[src/hdl/bmalloc_pkg.sv]
package bmalloc_pkg;

    // Map geometry; the block count is a multiple of the word width
    localparam int NumBlocks = 1024;
    localparam int WordBits  = 32;
    localparam int Words     = NumBlocks / WordBits;
    localparam int IdxW      = 10;
    localparam int BitW      = $clog2(WordBits);
    localparam int WordW     = $clog2(Words);

    // Command codes
    localparam logic CmdAlloc = 1'b0;
    localparam logic CmdFree  = 1'b1;

    typedef logic [IdxW-1:0]     t_idx;
    typedef logic [WordBits-1:0] t_word;
    typedef logic [WordW-1:0]    t_waddr;
    typedef logic [BitW-1:0]     t_bit;

    // Write port of the map memory
    typedef struct packed {
        logic   en;
        t_waddr addr;
        t_word  data;
    } t_wr;

    // Result handed from the controller to the output register
    typedef struct packed {
        t_idx block_index;
        logic success;
    } t_res;

endpackage

[src/hdl/bitmap_first_free_block_allocator.sv]
// Bitmap first-fit block allocator.
// Input channel: i_in_valid / o_in_stall with i_command (0 allocate, 1 free)
// and i_free_index. Output channel: o_out_valid / i_out_stall with
// o_block_index and o_success, one result per input transaction, in order.
// Configuration: i_cfg_wr_en writes i_cfg_wr_data into first_data_block
// (lowest index allocation may return); write only while the block is idle.
// The used map lives in a 32-word by 32-bit memory with a registered read.
// Allocate reads one word per cycle starting at the word that holds
// first_data_block and scans up to the last word; a free takes one
// read-modify-write. The next transaction is accepted only after the
// result of the current one has moved to the output register.
// The result goes to an output register, so a new transaction is accepted
// while a stalled result waits; a second result is held in the controller
// until the output register frees, and input stall stays high meanwhile.
// Reset clears the per-word valid bits at once, so the whole map reads as
// free immediately after reset, and first_data_block returns to 1.
module bitmap_first_free_block_allocator (
    input  logic                     i_clk,
    input  logic                     i_rst_n,
    input  logic                     i_cfg_wr_en,
    input  logic [9:0]               i_cfg_wr_data,
    input  logic                     i_in_valid,
    output logic                     o_in_stall,
    input  logic                     i_command,
    input  logic [9:0]               i_free_index,
    output logic                     o_out_valid,
    input  logic                     i_out_stall,
    output logic [9:0]               o_block_index,
    output logic                     o_success
);

    bmalloc_pkg::t_idx    r_first_data_block;
    logic                 r_out_valid;
    bmalloc_pkg::t_res    r_out;

    logic                 res_valid;
    logic                 res_take;
    bmalloc_pkg::t_res    res;
    bmalloc_pkg::t_wr     wr;
    bmalloc_pkg::t_waddr  rd_addr;
    bmalloc_pkg::t_word   rd_data;

    // Hold the start register
    always_ff @(posedge i_clk) begin
        if (!i_rst_n) begin
            r_first_data_block <= bmalloc_pkg::IdxW'(1);
        end else if (i_cfg_wr_en) begin
            r_first_data_block <= i_cfg_wr_data;
        end
    end

    bmalloc_ctrl u_ctrl (
        .i_clk              (i_clk),
        .i_rst_n            (i_rst_n),
        .i_in_valid         (i_in_valid),
        .o_in_stall         (o_in_stall),
        .i_command          (i_command),
        .i_free_index       (i_free_index),
        .i_first_data_block (r_first_data_block),
        .o_res_valid        (res_valid),
        .o_res              (res),
        .i_res_take         (res_take),
        .o_wr               (wr),
        .o_rd_addr          (rd_addr),
        .i_rd_data          (rd_data)
    );

    bmalloc_ram u_ram (
        .i_clk     (i_clk),
        .i_wr      (wr),
        .i_rd_addr (rd_addr),
        .o_rd_data (rd_data)
    );

    // Load the output register when it is empty or being drained
    assign res_take = res_valid && (!r_out_valid || !i_out_stall);

    always_ff @(posedge i_clk) begin
        if (!i_rst_n) begin
            r_out_valid <= 1'b0;
        end else if (res_take) begin
            r_out_valid <= 1'b1;
        end else if (!i_out_stall) begin
            r_out_valid <= 1'b0;
        end
    end

    always_ff @(posedge i_clk) begin
        if (res_take) begin
            r_out <= res;
        end
    end

    assign o_out_valid   = r_out_valid;
    assign o_block_index = r_out.block_index;
    assign o_success     = r_out.success;

endmodule

[src/hdl/bmalloc_ram.sv]
module bmalloc_ram (
    input  logic                 i_clk,
    input  bmalloc_pkg::t_wr     i_wr,
    input  bmalloc_pkg::t_waddr  i_rd_addr,
    output bmalloc_pkg::t_word   o_rd_data
);

    bmalloc_pkg::t_word r_mem [bmalloc_pkg::Words];
    bmalloc_pkg::t_word r_rd_data;

    // Write one word
    always_ff @(posedge i_clk) begin
        if (i_wr.en) begin
            r_mem[i_wr.addr] <= i_wr.data;
        end
    end

    // Registered read
    always_ff @(posedge i_clk) begin
        r_rd_data <= r_mem[i_rd_addr];
    end

    assign o_rd_data = r_rd_data;

endmodule

[src/hdl/bmalloc_ctrl.sv]
module bmalloc_ctrl (
    input  logic                 i_clk,
    input  logic                 i_rst_n,
    input  logic                 i_in_valid,
    output logic                 o_in_stall,
    input  logic                 i_command,
    input  bmalloc_pkg::t_idx    i_free_index,
    input  bmalloc_pkg::t_idx    i_first_data_block,
    output logic                 o_res_valid,
    output bmalloc_pkg::t_res    o_res,
    input  logic                 i_res_take,
    output bmalloc_pkg::t_wr     o_wr,
    output bmalloc_pkg::t_waddr  o_rd_addr,
    input  bmalloc_pkg::t_word   i_rd_data
);

    typedef enum logic [1:0] {
        S_IDLE,
        S_SCAN,
        S_FREE,
        S_OUT
    } t_state;

    t_state                r_state;
    logic                  r_word_vld [bmalloc_pkg::Words];
    logic                  r_rd_vld;
    bmalloc_pkg::t_waddr   r_chk_w;
    bmalloc_pkg::t_bit     r_bit;
    bmalloc_pkg::t_word    r_mask;
    bmalloc_pkg::t_res     r_res;

    logic                  in_acc;
    logic                  hit;
    logic                  last_word;
    logic                  free_oor;
    logic                  alloc_oor;
    bmalloc_pkg::t_bit     pos;
    bmalloc_pkg::t_word    word_data;
    bmalloc_pkg::t_word    eff;
    bmalloc_pkg::t_waddr   free_w;
    bmalloc_pkg::t_waddr   start_w;
    bmalloc_pkg::t_wr      wr;

    // Decode the incoming transaction
    always_comb begin
        in_acc    = (r_state == S_IDLE) && i_in_valid;
        free_w    = bmalloc_pkg::WordW'(i_free_index >> bmalloc_pkg::BitW);
        start_w   = bmalloc_pkg::WordW'(i_first_data_block >> bmalloc_pkg::BitW);
        free_oor  = 32'(i_free_index) >= bmalloc_pkg::NumBlocks;
        alloc_oor = 32'(i_first_data_block) >= bmalloc_pkg::NumBlocks;
    end

    // Read address: first word on accept, next word while scanning
    always_comb begin
        if (r_state == S_IDLE) begin
            o_rd_addr = (i_command == bmalloc_pkg::CmdFree) ? free_w : start_w;
        end else begin
            o_rd_addr = r_chk_w + bmalloc_pkg::WordW'(1);
        end
    end

    // Find the lowest free bit of the word under test
    always_comb begin
        word_data = r_rd_vld ? i_rd_data : '0;
        eff       = word_data | r_mask;
        hit       = 1'b0;
        pos       = '0;
        for (int i = bmalloc_pkg::WordBits - 1; i >= 0; i--) begin
            if (!eff[i]) begin
                hit = 1'b1;
                pos = bmalloc_pkg::BitW'(i);
            end
        end
        last_word = r_chk_w == bmalloc_pkg::WordW'(bmalloc_pkg::Words - 1);
    end

    // Write back: set the found bit, or clear the freed bit
    always_comb begin
        wr.addr = r_chk_w;
        if (r_state == S_FREE) begin
            wr.en   = 1'b1;
            wr.data = word_data & ~(bmalloc_pkg::t_word'(1) << r_bit);
        end else begin
            wr.en   = (r_state == S_SCAN) && hit;
            wr.data = word_data | (bmalloc_pkg::t_word'(1) << pos);
        end
    end

    assign o_wr        = wr;
    assign o_in_stall  = r_state != S_IDLE;
    assign o_res_valid = r_state == S_OUT;
    assign o_res       = r_res;

    // Sequencer, word valid bits and result
    always_ff @(posedge i_clk) begin
        if (!i_rst_n) begin
            r_state  <= S_IDLE;
            r_rd_vld <= 1'b0;
            for (int i = 0; i < bmalloc_pkg::Words; i++) begin
                r_word_vld[i] <= 1'b0;
            end
        end else begin
            r_rd_vld <= r_word_vld[o_rd_addr];
            if (wr.en) begin
                r_word_vld[wr.addr] <= 1'b1;
            end
            unique case (r_state)
                S_IDLE: begin
                    if (in_acc) begin
                        if (i_command == bmalloc_pkg::CmdFree) begin
                            r_chk_w <= free_w;
                            r_bit   <= bmalloc_pkg::BitW'(i_free_index);
                            if (free_oor) begin
                                r_res   <= '{block_index: '0, success: 1'b0};
                                r_state <= S_OUT;
                            end else begin
                                r_state <= S_FREE;
                            end
                        end else begin
                            r_chk_w <= start_w;
                            r_mask  <= (bmalloc_pkg::t_word'(1)
                                        << bmalloc_pkg::BitW'(i_first_data_block))
                                       - bmalloc_pkg::t_word'(1);
                            if (alloc_oor) begin
                                r_res   <= '{block_index: '0, success: 1'b0};
                                r_state <= S_OUT;
                            end else begin
                                r_state <= S_SCAN;
                            end
                        end
                    end
                end
                S_SCAN: begin
                    r_mask <= '0;
                    if (hit) begin
                        r_res   <= '{block_index: bmalloc_pkg::IdxW'({r_chk_w, pos}),
                                     success: 1'b1};
                        r_state <= S_OUT;
                    end else if (last_word) begin
                        r_res   <= '{block_index: '0, success: 1'b0};
                        r_state <= S_OUT;
                    end else begin
                        r_chk_w <= r_chk_w + bmalloc_pkg::WordW'(1);
                    end
                end
                S_FREE: begin
                    r_res   <= '{block_index: '0, success: 1'b1};
                    r_state <= S_OUT;
                end
                S_OUT: begin
                    if (i_res_take) begin
                        r_state <= S_IDLE;
                    end
                end
                default: begin
                    r_state <= S_IDLE;
                end
            endcase
        end
    end

`ifndef SYNTHESIS
    // Map writes only happen while finishing an allocate or a free
    a_wr_state: assert property (@(posedge i_clk) disable iff (!i_rst_n)
        wr.en |-> (r_state == S_SCAN || r_state == S_FREE))
        else $error("map write outside scan or free");

    // A failed command reports index zero
    a_fail_zero: assert property (@(posedge i_clk) disable iff (!i_rst_n)
        (o_res_valid && !o_res.success) |-> (o_res.block_index == '0))
        else $error("failure with nonzero index");

    // An accepted transaction leaves idle
    a_acc_busy: assert property (@(posedge i_clk) disable iff (!i_rst_n)
        in_acc |=> (r_state != S_IDLE))
        else $error("controller stayed idle after accept");

    // A held result stays stable until taken
    a_res_hold: assert property (@(posedge i_clk) disable iff (!i_rst_n)
        (o_res_valid && !i_res_take) |=> (o_res_valid && $stable(o_res)))
        else $error("result changed before it was taken");
`endif

endmodule
[config.mk]
export PLATFORM = sky130hd
export DESIGN_NAME = bitmap_first_free_block_allocator
export DESIGN_NICKNAME = d
export VERILOG_FILES = /design/src/hdl/bmalloc_pkg.sv /design/src/hdl/bitmap_first_free_block_allocator.sv /design/src/hdl/bmalloc_ram.sv /design/src/hdl/bmalloc_ctrl.sv
export SDC_FILE = /design/constraint.sdc
export NUM_CORES = 2
export LEC_CHECK = 0
export BUFFER_PORTS_ARGS = -buffer_cell sky130_fd_sc_hd__buf_2
export CAP_MARGIN = 20
export CORE_ASPECT_RATIO = 1.1
export CORE_MARGIN = 10
export CORE_UTILIZATION = 38
export CTS_CLUSTER_SIZE = 12
export DETAILED_ROUTE_END_ITERATION = 16
export SLEW_MARGIN = 25
export SYNTH_ARGS = -nofsm -noshare
export SYNTH_HDL_FRONTEND = slang
export SYNTH_SLANG_ARGS = --single-unit
export TNS_END_PERCENT = 50
[constraint.sdc]
create_clock -name i_clk -period 3.77 [get_ports i_clk]
set_clock_uncertainty 0.15 [all_clocks]
set_input_delay 0.377 -clock i_clk [delete_from_list [all_inputs] [get_ports i_clk]]
set_output_delay 0.377 -clock i_clk [all_outputs]
set_load 0.02 [all_outputs]
==> flow_summary.toml <==
[layout]
finalInstanceArea_sq_mm = 0.0549
multi_input_area_sq_mm = 0.0121
seqCellArea_sq_mm = 0.0342
final_nets = 3901
drive_above_1_share_pct = 12.7
finalNonFillerCells = 5595
mostFrequentLayoutCells = "edfxtp_1 (1088), nand2_1 (1068), a31oi_1 (262)"
final_util_pct = 44.6
fillers = 11000
mostFrequentLayoutCell = "edfxtp_1"
syn_to_final_growth_pct = 16.3

[floorplan]
coreArea_sq_mm = 0.123
dieArea_sq_mm = 0.139
initial_core_util_pct = 38.3
die_y_um = 390
chipWidth_um = 356
ios = 39
rows = 135

[setup_path]
critPathKind = "flop to flop"
rrSetupSlack_ns = -0.02
required_ns = 4.26
critPathCaptureType = "flop"
startpoint = "u_ctrl.r_state[0]$_SDFFE_PN0P_"
crit_fanout = 62
crit_arrival_ns = 4.29
reg2regPathDepth = 11
startpoint_type = "flop"
reg2reg_to = "u_ram.o_rd_data[29]$_DFF_P_"
rr_startpoint = "u_ctrl.r_state[0]$_SDFFE_PN0P_"

[sta]
fin_crit_sh_pct = 101
min_period_ns = 3.79
slew_violations = 0
rsz0062_at_grt = "true"
finalSetupViolCount = 1
relSlewSlack_pct = 40.3
holdWs_ns = 0.0420
tightest_slew_ns = 0.894
hold_viol = 0
clock.fmax_ghz = 0.264
fin_setup_tns_ns = -0.0221
setup_ws_ns = -0.0221

[pwr]
power.switching_mw = 13.7
finalPower_mw = 39.9
p_per_area_mw_per_mm2 = 727
vdd_drop_max_mv = 0.385
clkPwrFrac_pct = 26.6
p_comb_share_pct = 31.8
leakage_nw = 19.5
p_seq_share_pct = 41.5
p_int_mw = 26.2
switching_share_pct = 34.3

[place]
dp_slack_ns = -0.0959
place_inst = 5359
place_congestion = 0.956
dp_hpwl_um = 79900
place.port_buffers = 38
place_area_sq_mm = 0.0512

[global_routing]
grt_pass1_vias = 30400
grt_overflow_total = 0
grt_pass1_wl_um = 212000
track_usage_pct = 20.5
antenna_found_initial = 6
grt_max_degree = 97

[yosys]
ys.flop_type = "edfxtp_1"
syn_inst = 3713
synth_async_sr_flop_share_pct = 0
syn_nets = 3749
syn_area_per_cell_sq_um = 12.7
synth-edff-count = 1088
synthDistinctLibCells = 73
ys_ff_latch = 1166
syn-cell-area_sq_mm = 0.0472
ys_seq_area_share_pct = 72.5
ys_warn_count = 0

[clock_tree]
cts_setup_buffers = 0
clk_pin_slew_ns = 0.06
cts_tree = "done"
cts.path.max_buffers = 3
h-tree-depth = 3
cts_sinks = 1166
cts_root_buf = "clkbuf_16"
insertion_delay_ns = 0.71
cts_buffers = 116

[routing]
viasPerCell = 5.71
drtIter0Drc = 3781
firstDrtPassIters = 6
ant_nets = 0
wl_per_cell_um = 26.3
drc = 0
wl_um = 147000
vias = 31900

[run_status]
violations = "negative setup slack"
run_status = "complete, but fails checks"

[run]
cap_violations = 0

[min_path]
min_to = "u_ctrl.r_chk_w[4]$_DFFE_PP_"
min_from = "i_free_index[9]"
min_path_cells = 3
min_path_type = "input port to flop"
-- logic make-up (layout without fill, tap and decap cells) --
family | count (synthesis) | after routing | synth area share [%]
other | 1 | 4 | 0.00794
multiplexers | 19 | 19 | 0.448
XOR/XNOR | 3 | 3 | 0.0556
AO/OA/AOI/OAI | 666 | 666 | 9.11
AND/OR/NAND/NOR | 1582 | 1582 | 15.0
flip-flops | 1166 | 1166 | 72.5
adder cells (fa/ha/maj) | 10 | 10 | 0.265
buffers and inverters | 266 | 501 | 2.60
-- power by group through the flow --
stage | clock (mW) | combinational [mW] | sequential, mW
5_1_grt | 11.3 | 13.7 | 16.6
4_1_cts | 10.8 | 12.6 | 16.6
2_1_floorplan | 0 | 7.31 | 16.7
3_3_place_gp | 0 | 12.4 | 16.8
6_report | 10.6 | 12.7 | 16.6
3_5_place_dp | 0 | 12.5 | 16.9
-- state kept, by name, indices dropped and copies added, names as in the netlist --
signal and count:
u_ctrl.r_bit 5, u_ctrl.r_mask 32, u_ctrl.r_state 2, u_ram.o_rd_data 32
u_ctrl.r_rd_vld 1, o_block_index 10, r_first_data_block 10, u_ctrl.r_chk_w 5
o_out_valid 1, o_success 1, u_ram.r_mem 1024, u_ctrl.r_word_vld 32
u_ctrl.o_res 11
-- layout make-up --
cell class / instances / share of cell area, %
diodes: 3 / 0.0137
clock buffers: 170 / 5.84
clock inverters: 31 / 0.360
inverters: 16 / 0.109
multi-input cells: 2281 / 22.0
flip-flops and latches: 1166 / 62.3
well taps: 1644 / 3.74
repair buffers: 284 / 5.58
-- routing by layer --
| layer | track usage (%) | wire length (um) | vias up |
|---|---|---|---|
| met5 | 0 | 29 | - |
| met1 | 27.3 | 59800 | 16100 |
| li1 | - | - | 14100 |
| met3 | 2.61 | 10500 | 293 |
| met4 | 8.77 | 6220 | 4 |
| met2 | 33.7 | 70500 | 1359 |
-- repair_timing --
| action | 4_1_cts | 5_1_grt |
|---|---|---|
| pin swaps | 0 | 0 |
| resized for setup | 1 | 4 |
| setup endpoints to repair | 1 | 6 |
| hold buffers | 28 | 0 |
| hold endpoints to repair | 20 | 0 |
-- worst max path at each step --
stage,to
floorplan,u_ram.r_mem[0][2]$_DFFE_PP_
global placement,u_ram.o_rd_data[16]$_DFF_P_
detailed placement,u_ram.o_rd_data[15]$_DFF_P_
CTS,u_ram.o_rd_data[28]$_DFF_P_
global route,u_ram.o_rd_data[29]$_DFF_P_
finish,u_ram.o_rd_data[29]$_DFF_P_
-- critical path: stages, from the launching register on --
cell and delay [ns]:
dfxtp_1 0.39, inv_1 0.09, ha_1 0.35, nor2_1 0.69, a21oi_4 0.09, buf_12 0.22, buf_12 0.21, and3_1 0.19
a31oi_1 0.17, o22ai_1 0.14, nor4_1 0.75, buf_4 0.25
-- cell usage after synthesis, types with 28 or more instances --
cell,n,area [sq um]
nand2_1,1076,4040
o211ai_1,28,210
and3_1,292,1830
clkbuf_1,119,447
a31oi_1,262,1640
a21oi_1,76,380
nand3_1,38,190
o22ai_1,148,926
dfxtp_1,78,1560
nor2_1,55,206
buf_2,96,480
o21a_1,35,263
nor4_1,35,219
edfxtp_1,1088,32700
(Power assumes the default switching activity.)
